### config.mk
export PLATFORM = sky130hd
export DESIGN_NAME = i2c_master_write_engine_flat
export DESIGN_NICKNAME = d
export VERILOG_FILES = /design/src/rtl/i2cw_pkg.sv /design/src/rtl/i2cw_if.sv /design/src/rtl/i2cw_front.sv /design/src/rtl/i2cw_back.sv /design/src/rtl/i2c_master_write_engine.sv /design/src/flat_wrapper.sv
export SDC_FILE = /design/constraint.sdc
export NUM_CORES = 1
export LEC_CHECK = 0
export BUFFER_PORTS_ARGS = -buffer_cell sky130_fd_sc_hd__buf_2
export CORE_MARGIN = 5
export CORE_UTILIZATION = 35
export DETAILED_ROUTE_END_ITERATION = 6
export SYNTH_ARGS = -nofsm -noshare
export SYNTH_HDL_FRONTEND = slang
export SYNTH_SLANG_ARGS = --single-unit
### constraint.sdc
create_clock -name i_clk -period 3.15 [get_ports i_clk]
set_input_delay 0.4725 -clock i_clk [delete_from_list [all_inputs] [get_ports i_clk]]
set_output_delay 0.4725 -clock i_clk [all_outputs]
set_load 0.03 [all_outputs]
### src/rtl/i2cw_pkg.sv
// Shared types and constants of the I2C master write engine.
`timescale 1ns / 1ps
`default_nettype none

package i2cw_pkg;

    localparam int QUEUE_DEPTH = 4;

    localparam int FUNC_W   = 2;
    localparam int DEV_W    = 7;
    localparam int BYTE_W   = 8;
    localparam int STATUS_W = 2;
    localparam int PHASE_W  = 2;
    localparam int BITS_W   = 4;

    localparam logic [BITS_W-1:0] BITS_PER_BYTE = 4'd8;
    localparam logic              WRITE_DIR_BIT = 1'b0;

    typedef enum logic [FUNC_W-1:0] {
        FUNC_TICK  = 2'd0,
        FUNC_BEGIN = 2'd1,
        FUNC_DATA  = 2'd2,
        FUNC_NONE  = 2'd3
    } t_func;

    typedef enum logic [1:0] {
        CMD_TICK,
        CMD_BEGIN,
        CMD_DATA,
        CMD_NOP
    } t_cmd_kind;

    typedef enum logic [3:0] {
        SEQ_IDLE,
        SEQ_START,
        SEQ_ADDR_BITS,
        SEQ_ADDR_ACK,
        SEQ_REG_BITS,
        SEQ_REG_ACK,
        SEQ_WAIT_DATA,
        SEQ_DATA_BITS,
        SEQ_DATA_ACK,
        SEQ_STOP_OK,
        SEQ_STOP_ADDR,
        SEQ_STOP_DATA
    } t_seq_state;

    typedef enum logic [STATUS_W-1:0] {
        STATUS_OK        = 2'd0,
        STATUS_BUS_BUSY  = 2'd1,
        STATUS_ADDR_NACK = 2'd2,
        STATUS_DATA_NACK = 2'd3
    } t_status;

    typedef struct packed {
        t_cmd_kind         kind;
        logic              sda;
        logic [DEV_W-1:0]  dev_addr;
        logic [BYTE_W-1:0] reg_addr;
        logic [BYTE_W-1:0] byte_count;
        logic [BYTE_W-1:0] data_byte;
    } t_cmd;

    typedef struct packed {
        logic valid;
        t_cmd cmd;
    } t_q_head;

    typedef struct packed {
        logic    scl;
        logic    sda;
        logic    busy;
        logic    want;
        logic    done;
        t_status status;
    } t_result;

endpackage

`default_nettype wire

### src/rtl/i2cw_if.sv
// Valid/ready channel interfaces for commands and results.
`timescale 1ns / 1ps
`default_nettype none

interface i2cw_cmd_if;
    logic                            valid;
    logic                            ready;
    logic [i2cw_pkg::FUNC_W-1:0]     func;
    logic                            sda_in;
    logic [i2cw_pkg::DEV_W-1:0]      dev_addr;
    logic [i2cw_pkg::BYTE_W-1:0]     reg_addr;
    logic [i2cw_pkg::BYTE_W-1:0]     byte_count;
    logic [i2cw_pkg::BYTE_W-1:0]     data_byte;

    modport source (output valid, func, sda_in, dev_addr, reg_addr, byte_count, data_byte,
                    input ready);
    modport sink (input valid, func, sda_in, dev_addr, reg_addr, byte_count, data_byte,
                  output ready);
endinterface

interface i2cw_res_if;
    logic                            valid;
    logic                            ready;
    logic                            scl_out;
    logic                            sda_out;
    logic                            busy_res;
    logic                            want_data;
    logic                            done_res;
    logic [i2cw_pkg::STATUS_W-1:0]   status;

    modport source (output valid, scl_out, sda_out, busy_res, want_data, done_res, status,
                    input ready);
    modport sink (input valid, scl_out, sda_out, busy_res, want_data, done_res, status,
                  output ready);
    modport mon (input valid, ready, scl_out, sda_out, busy_res, want_data, done_res, status);
endinterface

`default_nettype wire

### src/rtl/i2cw_front.sv
// Front end: accept and classify transactions into a short command queue.
`timescale 1ns / 1ps
`default_nettype none

module i2cw_front #(
    parameter int QUEUE_DEPTH = i2cw_pkg::QUEUE_DEPTH
) (
    input  wire logic              i_clk,
    input  wire logic              i_rst_n,
    i2cw_cmd_if.sink               i_in,
    input  wire logic              i_pop,
    output i2cw_pkg::t_q_head      o_head
);

    localparam int PTR_W = (QUEUE_DEPTH > 1) ? $clog2(QUEUE_DEPTH) : 1;
    localparam int CNT_W = $clog2(QUEUE_DEPTH + 1);

    i2cw_pkg::t_cmd r_mem [QUEUE_DEPTH];
    logic [PTR_W-1:0] r_wr_ptr, n_wr_ptr;
    logic [PTR_W-1:0] r_rd_ptr, n_rd_ptr;
    logic [CNT_W-1:0] r_count, n_count;

    i2cw_pkg::t_cmd w_cmd;
    logic           w_push;

    assign i_in.ready = (r_count != CNT_W'(QUEUE_DEPTH));
    assign w_push     = i_in.valid & i_in.ready;

    // Classify
    always_comb begin
        w_cmd.sda        = i_in.sda_in;
        w_cmd.dev_addr   = i_in.dev_addr;
        w_cmd.reg_addr   = i_in.reg_addr;
        w_cmd.byte_count = i_in.byte_count;
        w_cmd.data_byte  = i_in.data_byte;
        unique case (i2cw_pkg::t_func'(i_in.func))
            i2cw_pkg::FUNC_TICK:  w_cmd.kind = i2cw_pkg::CMD_TICK;
            i2cw_pkg::FUNC_BEGIN: w_cmd.kind = i2cw_pkg::CMD_BEGIN;
            i2cw_pkg::FUNC_DATA:  w_cmd.kind = i2cw_pkg::CMD_DATA;
            default:              w_cmd.kind = i2cw_pkg::CMD_NOP;
        endcase
    end

    always_comb begin
        n_wr_ptr = r_wr_ptr;
        n_rd_ptr = r_rd_ptr;
        if (w_push) begin
            n_wr_ptr = (r_wr_ptr == PTR_W'(QUEUE_DEPTH - 1)) ? '0 : r_wr_ptr + 1'b1;
        end
        if (i_pop) begin
            n_rd_ptr = (r_rd_ptr == PTR_W'(QUEUE_DEPTH - 1)) ? '0 : r_rd_ptr + 1'b1;
        end
        unique case ({w_push, i_pop})
            2'b10:   n_count = r_count + 1'b1;
            2'b01:   n_count = r_count - 1'b1;
            default: n_count = r_count;
        endcase
    end

    always_ff @(posedge i_clk) begin
        if (!i_rst_n) begin
            r_wr_ptr <= '0;
            r_rd_ptr <= '0;
            r_count  <= '0;
        end else begin
            r_wr_ptr <= n_wr_ptr;
            r_rd_ptr <= n_rd_ptr;
            r_count  <= n_count;
        end
    end

    always_ff @(posedge i_clk) begin
        if (w_push) begin
            r_mem[r_wr_ptr] <= w_cmd;
        end
    end

    assign o_head.valid = (r_count != '0);
    assign o_head.cmd   = r_mem[r_rd_ptr];

endmodule

`default_nettype wire

### src/rtl/i2cw_back.sv
// Back end: bus sequencer, configuration register and result register.
`timescale 1ns / 1ps
`default_nettype none

module i2cw_back (
    input  wire logic              i_clk,
    input  wire logic              i_rst_n,
    input  wire logic              i_cfg_we,
    input  wire logic              i_cfg_data,
    input  wire i2cw_pkg::t_q_head i_head,
    output logic                   o_pop,
    i2cw_res_if.source             o_out
);

    logic                                r_check_data_ack;
    i2cw_pkg::t_seq_state                r_state, n_state;
    logic [i2cw_pkg::PHASE_W-1:0]        r_phase, n_phase;
    logic [i2cw_pkg::BITS_W-1:0]         r_bits_left, n_bits_left;
    logic [i2cw_pkg::BYTE_W-1:0]         r_shift, n_shift;
    logic [i2cw_pkg::BYTE_W-1:0]         r_bytes_left, n_bytes_left;
    logic [i2cw_pkg::BYTE_W-1:0]         r_held_reg, n_held_reg;
    logic                                r_scl, n_scl;
    logic                                r_sda, n_sda;
    logic                                r_out_valid;
    i2cw_pkg::t_result                   r_result, n_result;

    logic                                w_done;
    i2cw_pkg::t_status                   w_status;
    logic [i2cw_pkg::BITS_W-1:0]         w_bits_dec;
    i2cw_pkg::t_seq_state                w_after_ack;

    assign o_pop      = i_head.valid & (~r_out_valid | o_out.ready);
    assign w_bits_dec = r_bits_left - 1'b1;
    assign w_after_ack = (r_bytes_left == '0) ? i2cw_pkg::SEQ_STOP_OK
                                              : i2cw_pkg::SEQ_WAIT_DATA;

    always_comb begin
        n_state      = r_state;
        n_phase      = r_phase;
        n_bits_left  = r_bits_left;
        n_shift      = r_shift;
        n_bytes_left = r_bytes_left;
        n_held_reg   = r_held_reg;
        n_scl        = r_scl;
        n_sda        = r_sda;
        w_done       = 1'b0;
        w_status     = i2cw_pkg::STATUS_OK;
        unique case (i_head.cmd.kind)
            i2cw_pkg::CMD_TICK: begin
                unique case (r_state)
                    i2cw_pkg::SEQ_START: begin
                        if (r_phase == 2'd0) begin
                            n_sda = 1'b1;
                            n_scl = 1'b1;
                            if (!i_head.cmd.sda) begin
                                n_state  = i2cw_pkg::SEQ_IDLE;
                                w_done   = 1'b1;
                                w_status = i2cw_pkg::STATUS_BUS_BUSY;
                            end else begin
                                n_phase = 2'd1;
                            end
                        end else if (r_phase == 2'd1) begin
                            n_sda = 1'b0;
                            if (i_head.cmd.sda) begin
                                n_sda    = 1'b1;
                                n_scl    = 1'b1;
                                n_state  = i2cw_pkg::SEQ_IDLE;
                                n_phase  = 2'd0;
                                w_done   = 1'b1;
                                w_status = i2cw_pkg::STATUS_BUS_BUSY;
                            end else begin
                                n_phase = 2'd2;
                            end
                        end else begin
                            n_sda       = 1'b0;
                            n_phase     = 2'd0;
                            n_bits_left = i2cw_pkg::BITS_PER_BYTE;
                            n_state     = i2cw_pkg::SEQ_ADDR_BITS;
                        end
                    end
                    i2cw_pkg::SEQ_ADDR_BITS, i2cw_pkg::SEQ_REG_BITS,
                    i2cw_pkg::SEQ_DATA_BITS: begin
                        if (r_phase == 2'd0) begin
                            n_scl   = 1'b0;
                            n_phase = 2'd1;
                        end else if (r_phase == 2'd1) begin
                            n_sda   = r_shift[i2cw_pkg::BYTE_W-1];
                            n_shift = {r_shift[i2cw_pkg::BYTE_W-2:0], 1'b0};
                            n_phase = 2'd2;
                        end else begin
                            n_scl       = 1'b1;
                            n_phase     = 2'd0;
                            n_bits_left = w_bits_dec;
                            if (w_bits_dec == '0) begin
                                priority case (r_state)
                                    i2cw_pkg::SEQ_ADDR_BITS: n_state = i2cw_pkg::SEQ_ADDR_ACK;
                                    i2cw_pkg::SEQ_REG_BITS:  n_state = i2cw_pkg::SEQ_REG_ACK;
                                    default:                 n_state = i2cw_pkg::SEQ_DATA_ACK;
                                endcase
                            end
                        end
                    end
                    i2cw_pkg::SEQ_ADDR_ACK, i2cw_pkg::SEQ_REG_ACK,
                    i2cw_pkg::SEQ_DATA_ACK: begin
                        if (r_phase == 2'd0) begin
                            n_scl   = 1'b0;
                            n_phase = 2'd1;
                        end else if (r_phase == 2'd1) begin
                            n_sda   = 1'b1;
                            n_phase = 2'd2;
                        end else begin
                            n_scl   = 1'b1;
                            n_phase = 2'd0;
                            priority case (r_state)
                                i2cw_pkg::SEQ_ADDR_ACK: begin
                                    if (!i_head.cmd.sda) begin
                                        n_shift     = r_held_reg;
                                        n_bits_left = i2cw_pkg::BITS_PER_BYTE;
                                        n_state     = i2cw_pkg::SEQ_REG_BITS;
                                    end else begin
                                        n_state = i2cw_pkg::SEQ_STOP_ADDR;
                                    end
                                end
                                i2cw_pkg::SEQ_REG_ACK: begin
                                    n_state = w_after_ack;
                                end
                                default: begin
                                    if (i_head.cmd.sda && r_check_data_ack) begin
                                        n_state = i2cw_pkg::SEQ_STOP_DATA;
                                    end else begin
                                        n_state = w_after_ack;
                                    end
                                end
                            endcase
                        end
                    end
                    i2cw_pkg::SEQ_STOP_OK, i2cw_pkg::SEQ_STOP_ADDR,
                    i2cw_pkg::SEQ_STOP_DATA: begin
                        unique case (r_phase)
                            2'd0: begin
                                n_scl   = 1'b0;
                                n_phase = 2'd1;
                            end
                            2'd1: begin
                                n_sda   = 1'b0;
                                n_phase = 2'd2;
                            end
                            2'd2: begin
                                n_scl   = 1'b1;
                                n_phase = 2'd3;
                            end
                            default: begin
                                n_sda   = 1'b1;
                                n_phase = 2'd0;
                                w_done  = 1'b1;
                                n_state = i2cw_pkg::SEQ_IDLE;
                                priority case (r_state)
                                    i2cw_pkg::SEQ_STOP_ADDR:
                                        w_status = i2cw_pkg::STATUS_ADDR_NACK;
                                    i2cw_pkg::SEQ_STOP_DATA:
                                        w_status = i2cw_pkg::STATUS_DATA_NACK;
                                    default:
                                        w_status = i2cw_pkg::STATUS_OK;
                                endcase
                            end
                        endcase
                    end
                    default: begin
                    end
                endcase
            end
            i2cw_pkg::CMD_BEGIN: begin
                if (r_state == i2cw_pkg::SEQ_IDLE) begin
                    n_shift      = {i_head.cmd.dev_addr, i2cw_pkg::WRITE_DIR_BIT};
                    n_held_reg   = i_head.cmd.reg_addr;
                    n_bytes_left = i_head.cmd.byte_count;
                    n_bits_left  = '0;
                    n_phase      = 2'd0;
                    n_state      = i2cw_pkg::SEQ_START;
                end
            end
            i2cw_pkg::CMD_DATA: begin
                if (r_state == i2cw_pkg::SEQ_WAIT_DATA) begin
                    n_shift      = i_head.cmd.data_byte;
                    n_bits_left  = i2cw_pkg::BITS_PER_BYTE;
                    n_phase      = 2'd0;
                    n_bytes_left = r_bytes_left - 1'b1;
                    n_state      = i2cw_pkg::SEQ_DATA_BITS;
                end
            end
            default: begin
            end
        endcase

        n_result.scl    = n_scl;
        n_result.sda    = n_sda;
        n_result.busy   = (n_state != i2cw_pkg::SEQ_IDLE);
        n_result.want   = (n_state == i2cw_pkg::SEQ_WAIT_DATA);
        n_result.done   = w_done;
        n_result.status = w_status;
    end

    always_ff @(posedge i_clk) begin
        if (!i_rst_n) begin
            r_check_data_ack <= 1'b1;
            r_state          <= i2cw_pkg::SEQ_IDLE;
            r_phase          <= '0;
            r_bits_left      <= '0;
            r_shift          <= '0;
            r_bytes_left     <= '0;
            r_held_reg       <= '0;
            r_scl            <= 1'b1;
            r_sda            <= 1'b1;
            r_out_valid      <= 1'b0;
        end else begin
            if (i_cfg_we) begin
                r_check_data_ack <= i_cfg_data;
            end
            if (o_pop) begin
                r_state      <= n_state;
                r_phase      <= n_phase;
                r_bits_left  <= n_bits_left;
                r_shift      <= n_shift;
                r_bytes_left <= n_bytes_left;
                r_held_reg   <= n_held_reg;
                r_scl        <= n_scl;
                r_sda        <= n_sda;
                r_out_valid  <= 1'b1;
            end else if (o_out.ready) begin
                r_out_valid <= 1'b0;
            end
        end
    end

    always_ff @(posedge i_clk) begin
        if (o_pop) begin
            r_result <= n_result;
        end
    end

    assign o_out.valid     = r_out_valid;
    assign o_out.scl_out   = r_result.scl;
    assign o_out.sda_out   = r_result.sda;
    assign o_out.busy_res  = r_result.busy;
    assign o_out.want_data = r_result.want;
    assign o_out.done_res  = r_result.done;
    assign o_out.status    = r_result.status;

endmodule

`default_nettype wire

### src/rtl/i2c_master_write_engine.sv
// Top level of the I2C master register-write engine.
//
// Usage: commands enter on i_in (func 0 tick one bus phase with the sampled
// SDA level, func 1 begin a register write, func 2 supply the next data
// byte, func 3 no operation). Every accepted command yields exactly one
// result on o_out: SCL/SDA drive (1 released), busy, data request, done
// and a status code. i_cfg_we/i_cfg_data write check_data_ack; write it
// only while idle, the block itself does not enforce this. A command is
// queued, then popped into the back end, which registers its result.
// Throughput: one command per cycle unless o_out stalls, set by the single
// sequencer state update in the back end; the command queue (QUEUE_DEPTH
// entries) and result register let the front accept while a result waits.
// Reset: queue empty, sequencer idle, both lines released, no result
// pending, check_data_ack set to 1.
// Stall: a pending result holds and the back end stops while o_out.ready
// is low; i_in.ready drops once the queue is full and returns as it drains.
`timescale 1ns / 1ps
`default_nettype none

module i2c_master_write_engine #(
    parameter int QUEUE_DEPTH = i2cw_pkg::QUEUE_DEPTH
) (
    input  wire logic   i_clk,
    input  wire logic   i_rst_n,
    i2cw_cmd_if.sink    i_in,
    i2cw_res_if.source  o_out,
    input  wire logic   i_cfg_we,
    input  wire logic   i_cfg_data
);

    i2cw_pkg::t_q_head w_head;
    logic              w_pop;

    i2cw_front #(
        .QUEUE_DEPTH (QUEUE_DEPTH)
    ) u_front (
        .i_clk   (i_clk),
        .i_rst_n (i_rst_n),
        .i_in    (i_in),
        .i_pop   (w_pop),
        .o_head  (w_head)
    );

    i2cw_back u_back (
        .i_clk      (i_clk),
        .i_rst_n    (i_rst_n),
        .i_cfg_we   (i_cfg_we),
        .i_cfg_data (i_cfg_data),
        .i_head     (w_head),
        .o_pop      (w_pop),
        .o_out      (o_out)
    );

endmodule

`default_nettype wire

### src/flat_wrapper.sv
// flat-port wrapper written by rule: the top's interface ports become plain ports
module i2c_master_write_engine_flat 
#(
    parameter int QUEUE_DEPTH = i2cw_pkg::QUEUE_DEPTH
)
  (i_clk, i_rst_n, i_cfg_we, i_cfg_data, i_in_valid, i_in_func, i_in_sda_in, i_in_dev_addr, i_in_reg_addr, i_in_byte_count, i_in_data_byte, i_in_ready, o_out_valid, o_out_scl_out, o_out_sda_out, o_out_busy_res, o_out_want_data, o_out_done_res, o_out_status, o_out_ready);
  i2cw_cmd_if i_in_i ();
  i2cw_res_if o_out_i ();
  input  wire logic i_clk;
  input  wire logic i_rst_n;
  input  wire logic i_cfg_we;
  input  wire logic i_cfg_data;
  input wire logic [$bits(i_in_i.valid)-1:0] i_in_valid;
  input wire logic [$bits(i_in_i.func)-1:0] i_in_func;
  input wire logic [$bits(i_in_i.sda_in)-1:0] i_in_sda_in;
  input wire logic [$bits(i_in_i.dev_addr)-1:0] i_in_dev_addr;
  input wire logic [$bits(i_in_i.reg_addr)-1:0] i_in_reg_addr;
  input wire logic [$bits(i_in_i.byte_count)-1:0] i_in_byte_count;
  input wire logic [$bits(i_in_i.data_byte)-1:0] i_in_data_byte;
  output wire logic [$bits(i_in_i.ready)-1:0] i_in_ready;
  output wire logic [$bits(o_out_i.valid)-1:0] o_out_valid;
  output wire logic [$bits(o_out_i.scl_out)-1:0] o_out_scl_out;
  output wire logic [$bits(o_out_i.sda_out)-1:0] o_out_sda_out;
  output wire logic [$bits(o_out_i.busy_res)-1:0] o_out_busy_res;
  output wire logic [$bits(o_out_i.want_data)-1:0] o_out_want_data;
  output wire logic [$bits(o_out_i.done_res)-1:0] o_out_done_res;
  output wire logic [$bits(o_out_i.status)-1:0] o_out_status;
  input wire logic [$bits(o_out_i.ready)-1:0] o_out_ready;
  assign i_in_i.valid = i_in_valid;
  assign i_in_i.func = i_in_func;
  assign i_in_i.sda_in = i_in_sda_in;
  assign i_in_i.dev_addr = i_in_dev_addr;
  assign i_in_i.reg_addr = i_in_reg_addr;
  assign i_in_i.byte_count = i_in_byte_count;
  assign i_in_i.data_byte = i_in_data_byte;
  assign i_in_ready = i_in_i.ready;
  assign o_out_valid = o_out_i.valid;
  assign o_out_scl_out = o_out_i.scl_out;
  assign o_out_sda_out = o_out_i.sda_out;
  assign o_out_busy_res = o_out_i.busy_res;
  assign o_out_want_data = o_out_i.want_data;
  assign o_out_done_res = o_out_i.done_res;
  assign o_out_status = o_out_i.status;
  assign o_out_i.ready = o_out_ready;
  i2c_master_write_engine #(.QUEUE_DEPTH(QUEUE_DEPTH)) u_core (.i_clk(i_clk), .i_rst_n(i_rst_n), .i_in(i_in_i), .o_out(o_out_i), .i_cfg_we(i_cfg_we), .i_cfg_data(i_cfg_data));
endmodule
==> flow_metrics.py <==
metrics = {
    "route": {
        "drtAntennaViolNets": 0,
        "drt-initial-drc-count": 439,
        "wl_per_cell_um": 17.5,
        "drt_wl_total_um": 18300,
        "vias": 5427,
        "dr.pass1.iters": 5,
        "drc": 0,
        "viasPerCell": 5.18,
    },
    "cells_and_area": {
        "fin_nets": 771,
        "top_register": "u_core.u_front.r_mem",
        "drive_gt1_share_pct": 23.3,
        "largest_reg_flops": 136,
        "finalInstanceArea_um2": 9940,
        "diodes": 0,
        "synthToLayoutAreaGrowth_pct": 15.7,
    },
    "global_routing": {
        "grt.overflow.total": 0,
        "grt_pass1_vias": 5470,
        "antenna_found_initial": 0,
        "grt_pass1_wl_um": 29500,
        "grt_max_degree": 38,
        "track_usage_pct": 13.3,
    },
    "clocking": {
        "cts_max_path_buffers": 2,
        "post_cts_buffers": 0,
        "cts_tree": "yes",
        "cts.sinks": 190,
        "clockRootBuffer": "clkbuf_16",
        "cts-hold-fix-buffers": 0,
        "clk_latency_ps": 430,
        "cts_buffers": 17,
        "htreeDepth": 4,
        "cts.clk_slew.worst_paths_ps": 70,
    },
    "timing": {
        "holdWs_ps": 254,
        "hold_violations": 0,
        "finalCriticalPeriod_ps": 2950,
        "setup_violations": 0,
        "final-max-slew-violation-count": 0,
        "worstMarginPinSlew_ps": 638,
        "worst_slack_ps": 199,
        "rsz0062_at_grt": "false",
        "fin_setup_tns_ps": 0,
        "finalCritPeriodShare_pct": 93.7,
        "maxSlewHeadroom_pct": 57.3,
        "clock.fmax_mhz": 339,
        "finalClockSkew_ps": 11.0,
    },
    "logic_synthesis": {
        "postSynthCellCount": 647,
        "syn_area_um2": 8590,
        "ys_warn_count": 0,
        "syn_nets": 707,
        "synth-seq-area-share_pct": 61.0,
        "ys_types": 62,
        "synth_area_leaders": "edfxtp_1 (50%), dfxtp_1 (11%), mux4_2 (8.9%)",
        "synth-seq-cells": 190,
        "synth-edff-count": 143,
        "synth_largest_area_cell": "edfxtp_1",
        "avgSynthCellArea_um2": 13.3,
        "synth_flop_cell": "edfxtp_1",
        "synth_top_area_share_pct": 50.0,
        "synthArstFlopShare_pct": 0,
    },
    "setup_path": {
        "end_kind": "register",
        "path_class": "register to register",
        "cp.arrival_ps": 3130,
        "required_ps": 3320,
        "reg2regPathDepth": 10,
        "setup.worst_path.end": "u_core.u_back.o_out.want_data$_DFFE_PP_",
        "start_kind": "register",
        "r2r-end": "u_core.u_back.o_out.want_data$_DFFE_PP_",
        "r2r_slack_ps": 200,
        "cp_max_fo": 5,
    },
    "place": {
        "place_hpwl_um": 12300,
        "io_buffers": 48,
        "dpl_worst_slack_ps": 184,
        "dpl_cell_area_um2": 9340,
        "gp_congestion": 0.911,
    },
    "floorplanning": {
        "design.die.area_um2": 27800,
        "rows": 57,
        "core-area_um2": 24200,
        "start_util_pct": 35.4,
        "ios": 49,
        "die_x_um": 167,
        "die_h_um": 167,
    },
    "pwr": {
        "vdd_drop_max_mv": 0.399,
        "power.total_mw": 8.59,
        "p_leak_nw": 3.57,
        "p_per_area_nw_per_um2": 864,
    },
    "hold_path": {
        "hold_path.class": "input pin to register",
        "worstHoldStart": "i_in_reg_addr[7]",
    },
    "status": {
        "status": "finished, final reports clean",
    },
    "run": {
        "maxCapViolations": 0,
    },
}
-- report_power, final --
part           internal (mW)  switching, mW  total, mW
logic                   1.29           1.83       3.12
clock network           1.14           1.02       2.16
registers               3.09          0.217       3.31
total                   5.52           3.07       8.59
-- how the worst min path moves through the flow --
stage / end / cells after the start
finish: u_core.u_front.r_mem[3][23]$_DFFE_PP_ / 1
global route: u_core.u_front.r_mem[1][7]$_DFFE_PP_ / 1
CTS: u_core.u_front.r_mem[2][12]$_DFFE_PP_ / 1
detailed placement: u_core.u_back.r_shift[6]$_SDFFE_PN0P_ / 1
global placement: u_core.u_back.o_out.valid$_SDFFE_PN0P_ / 2
floorplan: u_core.u_back.r_check_data_ack$_SDFFE_PN1P_ / 2
-- worst max-delay path, stage by stage, from the launching register on --
cell and delay (ps):
dfxtp_2 410, mux4_2 550, inv_1 100, ha_1 190, or3b_2 460, o21ai_0 120, nand2_1 80, o221a_2 270
a41oi_1 240, nor3_1 110, nor3b_2 170
-- cell families (layout without fill, tap and decap cells) --
group / Yosys count / after routing / synth area share (%)
XOR/XNOR: 6 / 6 / 0.612
AO/OA/AOI/OAI: 137 / 137 / 10.5
flip-flops: 190 / 190 / 61.0
multiplexers: 56 / 56 / 11.5
AND/OR/NAND/NOR: 176 / 176 / 10.5
buffers and inverters: 62 / 139 / 2.91
adder cells (fa/ha/maj): 20 / 20 / 3.00
-- cell type report --
cell class	instances	area [um^2]
repair buffers	85	518
flip-flops and latches	190	5240
clock inverters	15	166
clock buffers	17	425
well taps	324	405
fillers	2301	14300
multi-input cells	395	3100
inverters	22	82.6
-- synthesized netlist by cell type, types with 17 or more instances --
master	count
ha_1	19
edfxtp_1	143
nand2_1	50
clkbuf_1	27
mux2i_1	21
nor2_1	33
dfxtp_1	47
o21ai_0	29
nor2b_1	17
a21oi_1	39
mux4_2	34
inv_1	22
-- what timing repair did --
action,in CTS,in global routing
gates resized for setup,0,2
endpoints found under the hold margin,0,0
endpoints found under the setup margin,0,9
-- cells in the final DEF, fill, tap and decap left out, drive strengths merged, types with 5 or more instances in the layout --
cell	netlist	layout
nor4	6	6
inv	22	33
or3	6	6
nand3	10	10
nor3	9	9
mux2i	21	21
dfxtp	47	47
buf	13	85
clkbuf	27	17
nor2b	17	17
and2	8	8
a21o	5	5
and3	10	10
edfxtp	143	143
ha	19	19
a21oi	39	39
nand2b	7	7
a221oi	9	9
o21ai	30	30
nor2	34	34
nand2	50	50
mux4	34	34
a31oi	5	5
-- layer usage --
| layer | GRT usage [%] | share of wire [%] |
|---|---|---|
| met5 | 0 | 0 |
| met4 | 4.20 | 1.7 |
| met3 | 2.58 | 3.9 |
| met2 | 22.0 | 48 |
| met1 | 17.8 | 46 |
-- per-stage QoR --
stage | utilization [%] | std cells
finish | 41.0 | 1048
global route | 41.0 | 1048
CTS | 41.0 | 1048
detailed placement | 38.5 | 1016
global placement | 38.5 | 1016
floorplan | - | 647
Note: power is estimated with default switching activity, not from simulation.
